<file path="config.mk">
export PLATFORM = sky130hd
export DESIGN_NAME = icdf_div
export DESIGN_NICKNAME = d
export VERILOG_FILES = /design/src/inverse_cdf_table_interpolator_defines.svh /design/src/icdf_div.sv
export SDC_FILE = /design/constraint.sdc
export NUM_CORES = 1
export LEC_CHECK = 0
export BUFFER_PORTS_ARGS = -buffer_cell sky130_fd_sc_hd__buf_2
export CORE_MARGIN = 4
export CORE_UTILIZATION = 55
export CTS_CLUSTER_DIAMETER = 30
export DETAILED_ROUTE_END_ITERATION = 8
export PLACE_DENSITY = 0.78
export SYNTH_ARGS = -nofsm -noshare
export SYNTH_HDL_FRONTEND = slang
export SYNTH_SLANG_ARGS = --single-unit
export TNS_END_PERCENT = 100
</file>
<file path="constraint.sdc">
create_clock -name clk -period 7.1 [get_ports clk]
set_input_delay 1.065 -clock clk [delete_from_list [all_inputs] [get_ports clk]]
set_output_delay 1.065 -clock clk [all_outputs]
set_load 0.005 [all_outputs]
</file>
<file path="src/inverse_cdf_table_interpolator_defines.svh">
// Assertion macros for the table interpolator.
// Taken in by files that carry concurrent checks; needs clk and rst_n in scope.
`ifndef INVERSE_CDF_TABLE_INTERPOLATOR_DEFINES_SVH
`define INVERSE_CDF_TABLE_INTERPOLATOR_DEFINES_SVH
`ifndef SYNTH
`define ICDF_ASSERT_IMP(label, a, c) \
    label: assert property (@(posedge clk) disable iff (!rst_n) (a) |-> (c)) \
        else $error("assertion failed");
`define ICDF_ASSERT_NXT(label, a, c) \
    label: assert property (@(posedge clk) disable iff (!rst_n) (a) |=> (c)) \
        else $error("assertion failed");
`else
`define ICDF_ASSERT_IMP(label, a, c)
`define ICDF_ASSERT_NXT(label, a, c)
`endif
`endif

</file>
<file path="src/icdf_div.sv">
// Restoring divider, one quotient bit per cycle, 32-bit divisor.
// Depends on nothing but its parameter.
module icdf_div #(
    parameter int DVW = 56
) (
    input  logic           clk,
    input  logic           rst_n,
    input  logic           start,
    input  logic [DVW-1:0] dividend,
    input  logic [31:0]    divisor,
    output logic           busy,
    output logic           done,
    output logic [DVW-1:0] quotient
);
    localparam int CW = $clog2(DVW + 1);

    logic [CW-1:0]  cnt_reg;
    logic           busy_reg;
    logic           done_reg;
    logic [31:0]    rem_reg;
    logic [DVW-1:0] dvd_reg;
    logic [DVW-1:0] quo_reg;
    logic [31:0]    div_reg;
    logic [32:0]    trial;
    logic [32:0]    diff;
    logic           ge;

    assign trial = {rem_reg, dvd_reg[DVW-1]};
    assign ge    = trial >= {1'b0, div_reg};
    assign diff  = trial - {1'b0, div_reg};

    always_ff @(posedge clk or negedge rst_n)
    begin
        if (!rst_n)
        begin
            cnt_reg  <= '0;
            busy_reg <= 1'b0;
            done_reg <= 1'b0;
        end
        else
        begin
            done_reg <= 1'b0;
            if (start)
            begin
                cnt_reg  <= CW'(DVW);
                busy_reg <= 1'b1;
            end
            else if (busy_reg)
            begin
                cnt_reg <= cnt_reg - 1'b1;
                if (cnt_reg == CW'(1))
                begin
                    busy_reg <= 1'b0;
                    done_reg <= 1'b1;
                end
            end
        end
    end

    always_ff @(posedge clk)
    begin
        if (start)
        begin
            rem_reg <= '0;
            dvd_reg <= dividend;
            quo_reg <= '0;
            div_reg <= divisor;
        end
        else if (busy_reg)
        begin
            // remainder stays below the divisor, so 32 bits hold it
            rem_reg <= ge ? diff[31:0] : trial[31:0];
            dvd_reg <= {dvd_reg[DVW-2:0], 1'b0};
            quo_reg <= {quo_reg[DVW-2:0], ge};
        end
    end

    assign busy     = busy_reg;
    assign done     = done_reg;
    assign quotient = quo_reg;
endmodule

</file>
==> impl_metrics.toml <==
[route]
ant_nets = 0
via_per_inst = 5.57
finalWirelength_mm = 19.1
first_pass_iters = 5
post-route-drc-count = 0
num_vias = 6819
dr.first_iter.drc_count = 400
wire_per_inst_um = 15.6

[clock_tree]
cts.sinks = 184
clkSlewWorstSetupHoldPaths_ps = 80
cts_max_level = 4
clk_path_buf_depth = 2
cts_buffers = 17
postCtsResizedCells = 0
clk_latency_ps = 440
ctsHoldBuffers = 0
post-cts-setup-buffers = 0
cts_tree = "done"
cts-root-buf = "clkbuf_16"

[yosys]
synthCells = 869
avgSynthCellArea_um2 = 10.6
ys_async_sr_fraction_pct = 4.35
synth.net_count = 995
synth-warning-count = 0
seq_area_frac_synth_pct = 49.9
ys_top_cells_by_area = "edfxtp_1 29%, dfxtp_1 19%, mux2_2 6.8%, mux2i_1 6.1%, ha_1 4.6%"
ys_types = 64
synth_ff_type = "edfxtp_1"
synth_edf_count = 88
ys_ff_latch = 184
synth_top_area_cell = "edfxtp_1"
synth_top_area_share_pct = 28.6
synth_area_um2 = 9230

[die]
num_rows = 47
die-area_um2 = 18900
fp.dieW_um = 138
start_util_pct = 55.8
fp.dieH_um = 138
io-pin-count = 149
core_um2 = 16500

[finish]
fin_nets = 1116
final_cells = 1225
drive_gt1_share_pct = 25.8
utilization_pct = 64.9
fill_cells = 1316
synthToLayoutAreaGrowth_pct = 16.1

[timing]
period_minus_slack_ps = 3470
max_freq_ghz = 0.288
setup_violations = 0
max_slew_margin_pct = 39.0
whs_ps = 459
final.setup_skew_ps = 16.6
tightest_slew_ps = 915
drv_slew = 0
fin_ws_ps = 3630
post-route-period-util_pct = 48.9
finalSetupTns_ps = 0
rsz0062_at_grt = "false"
finalHoldViolations = 0

[critical_path]
path_cells = "buf_4 > buf_2"
cp-end-kind = "output port"
cp.arrival_ps = 2410
rrSetupSlack_ps = 3670
path_max_fanout = 71
path_class = "flip-flop to output port"
r2r-start = "div_reg[1]$_DFFE_PP_"
timing.rr.end = "rem_reg[17]$_SDFFE_PP0P_"
crit_path_start_kind = "flip-flop"
r2r_cells = 11
cpMaxStageDelayCell = "dfrtp_4"
slowest_delay_ps = 860
cp.required_ps = 6030

[run_status]
outcome = "finished, final reports clean"

[global_routing]
gr-total-overflow = 0
grt_pass1_vias = 6519
grt_antenna_before_repair = 3
grt_use_total_pct = 20.5
grt_pass1_wl_mm = 31.2
grt_max_degree = 76

[placed_design]
place.gp.congestion = 0.890
port_buffers = 148
placedCellCount = 1191
hpwl_mm = 13.2
dp_slack_ps = 3620

[power]
leakagePower_nw = 4.93
irDropWorstVdd_mv = 0.265
powerDensity_nw_per_um2 = 296

[run]
maxCapViolations = 0

[min_path]
worstHoldPathType = "primary input to async pin"
## Yosys cell counts (all sizes together), types with 2 or more instances
cell type	n
mux2	56
xnor2	20
xor2	10
ha	34
buf	21
or2	2
nor3	11
dfxtp	88
or3	4
nor4	4
a31oi	11
o211ai	8
nand4	7
and2	6
a311oi	27
nand3	38
nor2	107
a21boi	2
nand2	38
and3	3
nand2b	7
mux2i	56
o21bai	4
a211oi	8
a211o	2
nor3b	5
clkbuf	31
edfxtp	88
dfrtp	8
a21o	14
inv	40
nand3b	2
o21ai	44
a21oi	43
o211a	2
o31ai	2
a2111oi	2
## metal layers
metal  vias up  global-route usage [%]  routed length, um
li1       3410                       -                  -
met1      3216                    26.8               8540
met2       163                    32.5               9010
met3        24                    6.54               1260
met4         6                    6.21                278
met5         -                       0                 29
## layout make-up
| cell class | count | area [um^2] | share of cell area [%] |
|---|---|---|---|
| tap | 220 | 275 | 2.57 |
| multi-input combinational | 593 | 4250 | 39.6 |
| inverter | 40 | 150 | 1.40 |
| sequential | 184 | 4610 | 43.0 |
| timing repair buffer | 154 | 792 | 7.39 |
| clock inverter | 13 | 161 | 1.51 |
| clock buffer | 19 | 475 | 4.44 |
| antenna | 2 | 5.00 | 0.0467 |
## layout by cell type (no fill, tap or decap), drive strengths merged, types with 3 or more instances in the layout
cell / synthesis / final
inv: 40 / 49
o21bai: 4 / 4
and3: 3 / 3
xor2: 10 / 10
nor3: 11 / 11
o211ai: 8 / 8
nand2b: 7 / 7
edfxtp: 88 / 88
clkbuf: 31 / 19
a311oi: 27 / 27
a21o: 14 / 14
o21ai: 44 / 44
dfxtp: 88 / 88
nor3b: 5 / 5
mux2: 56 / 56
mux2i: 56 / 56
clkinv: 0 / 4
a31oi: 11 / 11
and2: 6 / 6
nor4: 4 / 4
a21oi: 43 / 43
nor2: 107 / 107
nand3: 38 / 38
xnor2: 20 / 20
or3: 4 / 4
nand2: 38 / 38
nand4: 7 / 7
ha: 34 / 34
a211oi: 8 / 8
buf: 21 / 154
dfrtp: 8 / 8
## stage by stage
step	power (mW)	cell area, um^2
5_1_grt	3.35	10700
2_1_floorplan	2.00	9230
4_1_cts	3.19	10700
3_5_place_dp	2.19	10100
3_3_place_gp	2.18	10100
6_report	3.17	10700
## cells by family after synthesis
group | share of synthesized area [%]
fa+ha+maj | 4.83
flops | 49.9
compound gates | 13.5
buf+inv | 4.15
simple gates | 11.8
mux | 12.9
xor+xnor | 2.85
## worst max-delay path by stage
stage	from	endpoint	slack (ps)	depth (start not counted)
2_1_floorplan	div_reg[1]$_DFFE_PP_	rem_reg[1]$_SDFFE_PP0P_	4510	11
3_3_place_gp	start	rem_reg[27]$_SDFFE_PP0P_	3650	6
3_5_place_dp	start	rem_reg[31]$_SDFFE_PP0P_	3620	6
4_1_cts	busy$_DFF_PN0_	busy	3610	2
5_1_grt	div_reg[1]$_DFFE_PP_	rem_reg[17]$_SDFFE_PP0P_	3360	11
6_report	busy$_DFF_PN0_	busy	3630	2
## critical path: cells and delay by family (launching register included)
kind | cells | cell delay (ps)
buffers and inverters | 2 | 1070
DFF | 1 | 860
## report_power, final
group          internal (mW)  switching (mW)
logic                  0.373           0.506
registers               1.23          0.0722
clock network          0.522           0.468
(Power assumes the default switching activity.)
